$ cat src/hw/rtl/dvrt_pkg.sv
// Shared types and constants of the distance-vector route table.
package dvrt_pkg;

  localparam int unsigned Nodes = 16;
  localparam int unsigned IdxW = 4;
  localparam int unsigned CostW = 24;
  localparam int unsigned TickW = 16;
  localparam logic [CostW-1:0] Unreach = '1;

  typedef enum logic [2:0] {
    ModeAdd = 3'd0,
    ModeCost = 3'd1,
    ModeTick = 3'd2,
    ModeAdvert = 3'd3,
    ModeFwd = 3'd4
  } mode_e;

  typedef enum logic [1:0] {
    StDone = 2'd0,
    StLocal = 2'd1,
    StFwd = 2'd2,
    StUnreach = 2'd3
  } status_e;

  // Per-entry row state.
  typedef struct packed {
    logic [CostW-1:0] path_cost;
    logic [IdxW-1:0]  hop_index;
    logic             hop_valid;
    logic             is_neighbor;
    logic [CostW-1:0] direct_cost;
    logic             heard_from;
    logic [TickW-1:0] last_heard;
    logic             declared_down;
  } row_t;

  // Command handed from one cell to the next during a sweep.
  typedef struct packed {
    logic             valid;
    logic             tick;      // tick pass, phase one: mark downs
    logic             purge;     // tick pass, phase two: drop routes via downs
    logic             restore;   // advert first entry: restore direct routes
    logic [Nodes-1:0] down_set;  // neighbours declared down in phase one
    logic [TickW-1:0] tick_count;
    logic [7:0]       timeout;
  } sweep_t;

endpackage

$ cat src/hw/rtl/dvrt_cell.sv
// One table cell: holds a row and applies the sweep command passing through.
module dvrt_cell (
  input  logic                          clk_i,
  input  logic                          rst_ni,
  input  logic [dvrt_pkg::IdxW-1:0]     my_idx_i,
  input  dvrt_pkg::sweep_t              sweep_i,
  output dvrt_pkg::sweep_t              sweep_o,
  input  logic                          wr_en_i,
  input  dvrt_pkg::row_t                wr_row_i,
  output dvrt_pkg::row_t                row_o
);

  dvrt_pkg::row_t   row_q, row_d;
  dvrt_pkg::sweep_t sweep_q, sweep_d;
  logic [dvrt_pkg::TickW-1:0] age;

  always_comb begin
    row_d   = row_q;
    sweep_d = sweep_i;
    age     = sweep_i.tick_count - row_q.last_heard;
    if (wr_en_i) begin
      row_d = wr_row_i;
    end else if (sweep_i.valid) begin
      if (sweep_i.tick && row_q.is_neighbor && row_q.heard_from && !row_q.declared_down &&
          (age >= {8'd0, sweep_i.timeout})) begin
        row_d.direct_cost   = dvrt_pkg::Unreach;
        row_d.declared_down = 1'b1;
        sweep_d.down_set[my_idx_i] = 1'b1;
      end
      if (sweep_i.purge && row_q.hop_valid && sweep_i.down_set[row_q.hop_index]) begin
        row_d.hop_valid = 1'b0;
        row_d.hop_index = '0;
        row_d.path_cost = dvrt_pkg::Unreach;
      end
      if (sweep_i.restore && row_q.is_neighbor && !row_q.declared_down &&
          (row_q.path_cost > row_q.direct_cost)) begin
        row_d.path_cost = row_q.direct_cost;
        row_d.hop_index = my_idx_i;
        row_d.hop_valid = 1'b1;
      end
    end
  end

  always_ff @(posedge clk_i or negedge rst_ni) begin
    if (!rst_ni) begin
      row_q.path_cost     <= dvrt_pkg::Unreach;
      row_q.hop_index     <= '0;
      row_q.hop_valid     <= 1'b0;
      row_q.is_neighbor   <= 1'b0;
      row_q.direct_cost   <= dvrt_pkg::Unreach;
      row_q.heard_from    <= 1'b0;
      row_q.last_heard    <= '0;
      row_q.declared_down <= 1'b0;
      sweep_q             <= '0;
    end else begin
      row_q   <= row_d;
      sweep_q <= sweep_d;
    end
  end

  assign row_o   = row_q;
  assign sweep_o = sweep_q;

endmodule

$ cat config.mk
export PLATFORM = sky130hd
export DESIGN_NAME = dvrt_cell
export DESIGN_NICKNAME = d
export VERILOG_FILES = /design/src/hw/rtl/dvrt_pkg.sv /design/src/hw/rtl/dvrt_cell.sv
export SDC_FILE = /design/constraint.sdc
export NUM_CORES = 1
export LEC_CHECK = 0
export ABC_CLOCK_PERIOD_IN_PS = 8400
export BUFFER_PORTS_ARGS = -buffer_cell sky130_fd_sc_hd__buf_2
export CAP_MARGIN = 20
export CORE_MARGIN = 5
export CORE_UTILIZATION = 53
export CTS_BUF_LIST = sky130_fd_sc_hd__clkbuf_16
export DETAILED_ROUTE_END_ITERATION = 8
export GPL_TIMING_DRIVEN = 0
export PLACE_DENSITY = 0.86
export SYNTH_ARGS = -nofsm -noshare
export SYNTH_HDL_FRONTEND = slang
export SYNTH_SLANG_ARGS = --single-unit
$ cat constraint.sdc
create_clock -name clk_i -period 8.4 [get_ports clk_i]
set_input_delay 1.68 -clock clk_i [delete_from_list [all_inputs] [get_ports clk_i]]
set_output_delay 1.68 -clock clk_i [all_outputs]
set_load 0.005 [all_outputs]
== After elaboration in Yosys (flattened, before gate mapping) ==
Index checks and enable logic that the tools add are counted.

* Bitwise logic cells: 1
* Mux-type cells: 17
* Reduce and logical (&&, ||, !) cells: 16
* $add $sub $neg: 1
* $lt $le $gt $ge: 5

{| class="wikitable"
|+ Operator list
! kind !! number
|-
| $mux W29 || 4
|-
| $mux W24 || 3
|-
| $mux W16 || 3
|-
| $gt A24 B24 Y1 || 1
|-
| $ge A16 B8 Y1 || 1
|-
| $or A16 B16 Y16 || 1
|-
| $sub A16 B16 Y16 || 1
|-
| $logic_and A1 B1 Y1 || 10
|-
| $lt A4 B5 Y1 const B || 2
|-
| $mux W1 || 5
|-
| $bmux W1 S4 || 1
|-
| $demux W1 S4 || 1
|-
| $ge A4 B1 Y1 const B || 1
|-
| $reduce_and A2 Y1 || 2
|-
| $reduce_bool A2 Y1 || 2
|-
| $reduce_bool A3 Y1 || 1
|-
| $logic_not A1 Y1 || 1
|}

* Input bits: 123
* Flip-flop bits (word level): 116
* Output and inout bits: 116
* Word-level logic and storage cells: 55

== Logic depth before layout (Yosys ltp) ==
* Depth after elaboration: 8
* Gate-level depth with buffers: 17
* Mapped depth without buffers: 15

== Worst setup path after synthesis ==
OpenSTA, ideal clock, no wires.

* Path kind: in2reg
* Start: in sweep_i[12] in the netlist's numbering
* End: reg sweep_q, in the netlist sweep_o[27]
* Data arrival time: 4.848 ns
* Library setup time: 0.118 ns
* Buffers on the path: 2
* Stages on the path: 16
* Setup slack: 3.434 ns
* Data required time: 8.282 ns
* Path through: ha_1 -> clkbuf_1 -> a21oi_1 -> a21boi_0 -> or3_1 -> a21oi_1 -> xnor2_1 -> ha_1 -> a221oi_1 -> o2111ai_1 -> a221oi_1 -> o2111ai_1 -> nor4_1 -> nand3_1 -> clkbuf_1 -> a21o_1

{| class="wikitable"
|+ RTL lines
! item !! line !! source
|-
| start, declared || dvrt_cell.sv:6 || <nowiki>input dvrt_pkg::sweep_t sweep_i,</nowiki>
|-
| end signal, assigned || dvrt_cell.sv:57 || <nowiki>sweep_q <= sweep_d;</nowiki>
|-
| end, declared || dvrt_cell.sv:14 || <nowiki>dvrt_pkg::sweep_t sweep_q, sweep_d;</nowiki>
|}

==> run_results.csv <==
group,metric,value,unit
clocking,cts_sinks,116,
yosys,synth_seq_cells,116,
timing,hold_violations,0,
routing,drt_iter0_drc,389,
floorplan,die_y,117,µm
timing,finClkSkew,9.12,ps
floorplan,fp-row-count,39,
setup_path,crit_type,"in -> reg",
clocking,cts_tree,"done",
yosys,synthArstFlopShare,100,%
timing,tightest_slew,705,ps
routing,dr.pass1.iters,5,
setup_path,crit_arrival,5740,ps
run_status,outcome,"finished, final reports clean",
cells_and_area,fin_util,70.6,%
cells_and_area,fillers,814,
global_routing,antenna_found_initial,0,
timing,max_freq,184,MHz
setup_path,slowest_delay,380,ps
clocking,post_cts_resized,0,
routing,drc,0,
setup_path,startpoint_type,"primary input",
setup_path,crit_required,8710,ps
yosys,synth_ff_type,"dfrtp_1",
cells_and_area,area_growth,32.2,%
clocking,cts-buffers-inserted,17,
clocking,clock_latency,430,ps
pwr,powerDensity,212,nW/µm²
clocking,clockBufferDepth,2,
floorplan,initial_core_util,53.4,%
routing,wl,18900,µm
yosys,synth_cells,567,
floorplan,die_area,13600,µm²
setup_path,worstPathMaxFanout,10,
yosys,synth.distinct_cells,51,
global_routing,grt_overflow,0,
timing,setup_tns,0,ps
routing,routedWlPerCell,19.3,µm
yosys,seq_area_frac_synth,49.2,%
routing,avgViaCountPerCell,5.75,
global_routing,grt_usage,28.1,%
floorplan,fp.dieW,117,µm
floorplan,io_pins,239,
cells_and_area,layout_commonest_cell,"buf_2",
timing,fin_crit_sh,64.7,%
clocking,path_clk_slew,50,ps
pwr,p_leak,4.04,nW
min_path,hold_path_class,"reg -> reg",
yosys,syn-mean-instance-area,10.6,µm²
global_routing,grt_max_degree,72,
cells_and_area,nets,996,
cells_and_area,final_cell_mix,"buf_2 (241), inv_1 (68), dfrtp_1 (68)",
pwr,peakVddDrop,0.158,mV
global_routing,grt_pass1_wl,29300,µm
yosys,synth_edf_count,0,
setup_path,cpMaxStageDelayCell,"or3_1",
yosys,yosys_warnings,0,
timing,rsz0062_at_grt,"false",
timing,setup-violations-final,0,
run,maxCapViolCount,0,
routing,via_count,5651,
yosys,syn-cell-area,6020,µm²
yosys,syn-num-nets,738,
timing,fin_crit,5430,ps
yosys,yosys.area.top_type,"dfrtp_1",
yosys,synth_area_leaders,"dfrtp_1 (28%), dfstp_2 (21%), ha_1 (9.8%)",
timing,drv_slew,0,
floorplan,core_area,11300,µm²
clocking,hold_buffers,0,
placed_design,hpwlAfterDp,14400,µm
clocking,clockRootBuffer,"clkbuf_16",
yosys,synth_top_area_share,28.3,%
placed_design,io_buffers,238,
clocking,h-tree-depth,4,
setup_path,path_cells,"buf_2, ha_1, clkbuf_1, a21oi_1, a21boi_0, or3_1, a21oi_1, xnor2_1, ha_1, a221oi_1, o2111ai_1, a221oi_1, o2111ai_1, nor4_1, nand3_1, clkbuf_1, a21o_1",
timing,slew_headroom,53.0,%
routing,antenna_left,0,
placed_design,routabilityCongestion,0.910,
global_routing,first_global_vias,5819,
setup_path,end_kind,"register",
cells_and_area,layout-drive-gt1-share,40.8,%
clocking,post_cts.repair.setup_buffers,0,
==> area by class of cell <==
| cell class | instances | area, µm² | share of cell area, % |
|---|---|---|---|
| diodes | 1 | 2.50 | 0.0314 |
| plain buffers | 23 | 98.8 | 1.24 |
| multi-input cells | 366 | 2730 | 34.3 |
| clock buffers | 17 | 425 | 5.35 |
| inverters | 62 | 233 | 2.92 |
| clock inverters | 15 | 110 | 1.38 |
| well taps | 143 | 179 | 2.25 |
| flip-flops and latches | 116 | 2960 | 37.2 |
| repair buffers | 239 | 1220 | 15.3 |
==> worst max-delay path, delay by kind of cell <==
kind                     cells  cell delay [ps]
AND/OR/NAND/NOR              3             1050
XOR/XNOR                     1              150
adder cells (fa/ha/maj)      2              550
buffers and inverters        3              640
AO/OA/AOI/OAI                8             1670
==> worst paths after layout <==
check,cells after the start,startpoint,slack [ps],to
min in group asynchronous,1,rst_ni,1270,sweep_o[2]$_DFF_PN0_
max in group asynchronous,2,rst_ni,6320,row_o[69]$_DFFE_PN1P_
min reg2reg,2,row_o[21]$_DFFE_PN1P_,530,row_o[21]$_DFFE_PN1P_
max reg2reg,17,row_o[5]$_DFFE_PN0P_,3940,sweep_o[29]$_DFF_PN0_
max,17,sweep_i[12],2970,sweep_o[29]$_DFF_PN0_
min,2,row_o[21]$_DFFE_PN1P_,530,row_o[21]$_DFFE_PN1P_
==> Yosys cell counts, types with 2 or more instances <==
cell       number
a21oi_1        23
nor2b_1         3
mux2_2          6
nor4_1          2
clkbuf_1       17
xor2_1          3
nand2b_1       27
or3_1           2
o221ai_1        4
a31o_2          4
and3_1          3
o221a_2        13
xnor2_1         7
nand3_1         6
a31oi_1         3
dfstp_2        48
o21a_1          3
o211ai_1       24
and2_1          3
a221oi_1        2
nor3_1          6
o2111ai_1       3
mux4_2          5
inv_1          62
o221a_1        11
a21o_1         25
nand2_1        61
o31ai_1         2
nand4_1         8
ha_1           47
buf_2           4
nor2_1         18
mux2i_1         2
a211o_1         3
dfrtp_1        68
o21ai_0        23
or2_2           2
==> cell families after synthesis <==
kind of cell    count (synthesis)  share of synthesized area (%)
xor+xnor                       10                           1.45
fa+ha+maj                      48                           10.1
buf+inv                        85                           5.51
flops                         116                           49.2
compound gates                149                           18.5
simple gates                  146                           11.9
mux                            13                           3.32
==> metrics by stage <==
step	power, W	cells	cell area, µm²	setup slack (ps)	hold slack [ps]
floorplan	0.000864	567	6020	3430	508
global placement	0.00100	948	7390	2780	517
detailed placement	0.00102	949	7420	2600	529
CTS	0.00169	981	7960	3020	536
global route	0.00177	981	7960	2700	555
finish	0.00169	982	7960	2970	535
==> state kept, by name, summed over array words and instances, names as in the netlist <==
register	flops
row_o	72
sweep_o	44
==> metal layers <==
metal,vias up,global-route usage (%),wire length [µm]
met5,-,0,0
met4,0,11.8,552
met3,49,6.79,1430
met2,284,46.6,9420
met1,2773,35.3,7530
li1,2545,-,-
==> power breakdown <==
group / total (W) / internal (W) / switching [W]
Clock: 0.000665 / 0.000421 / 0.000244
Sequential: 0.000661 / 0.000626 / 0.0000352
Combinational: 0.000362 / 0.000169 / 0.000193
Total: 0.00169 / 0.00122 / 0.000472
Note: power is estimated with default switching activity, not from simulation.
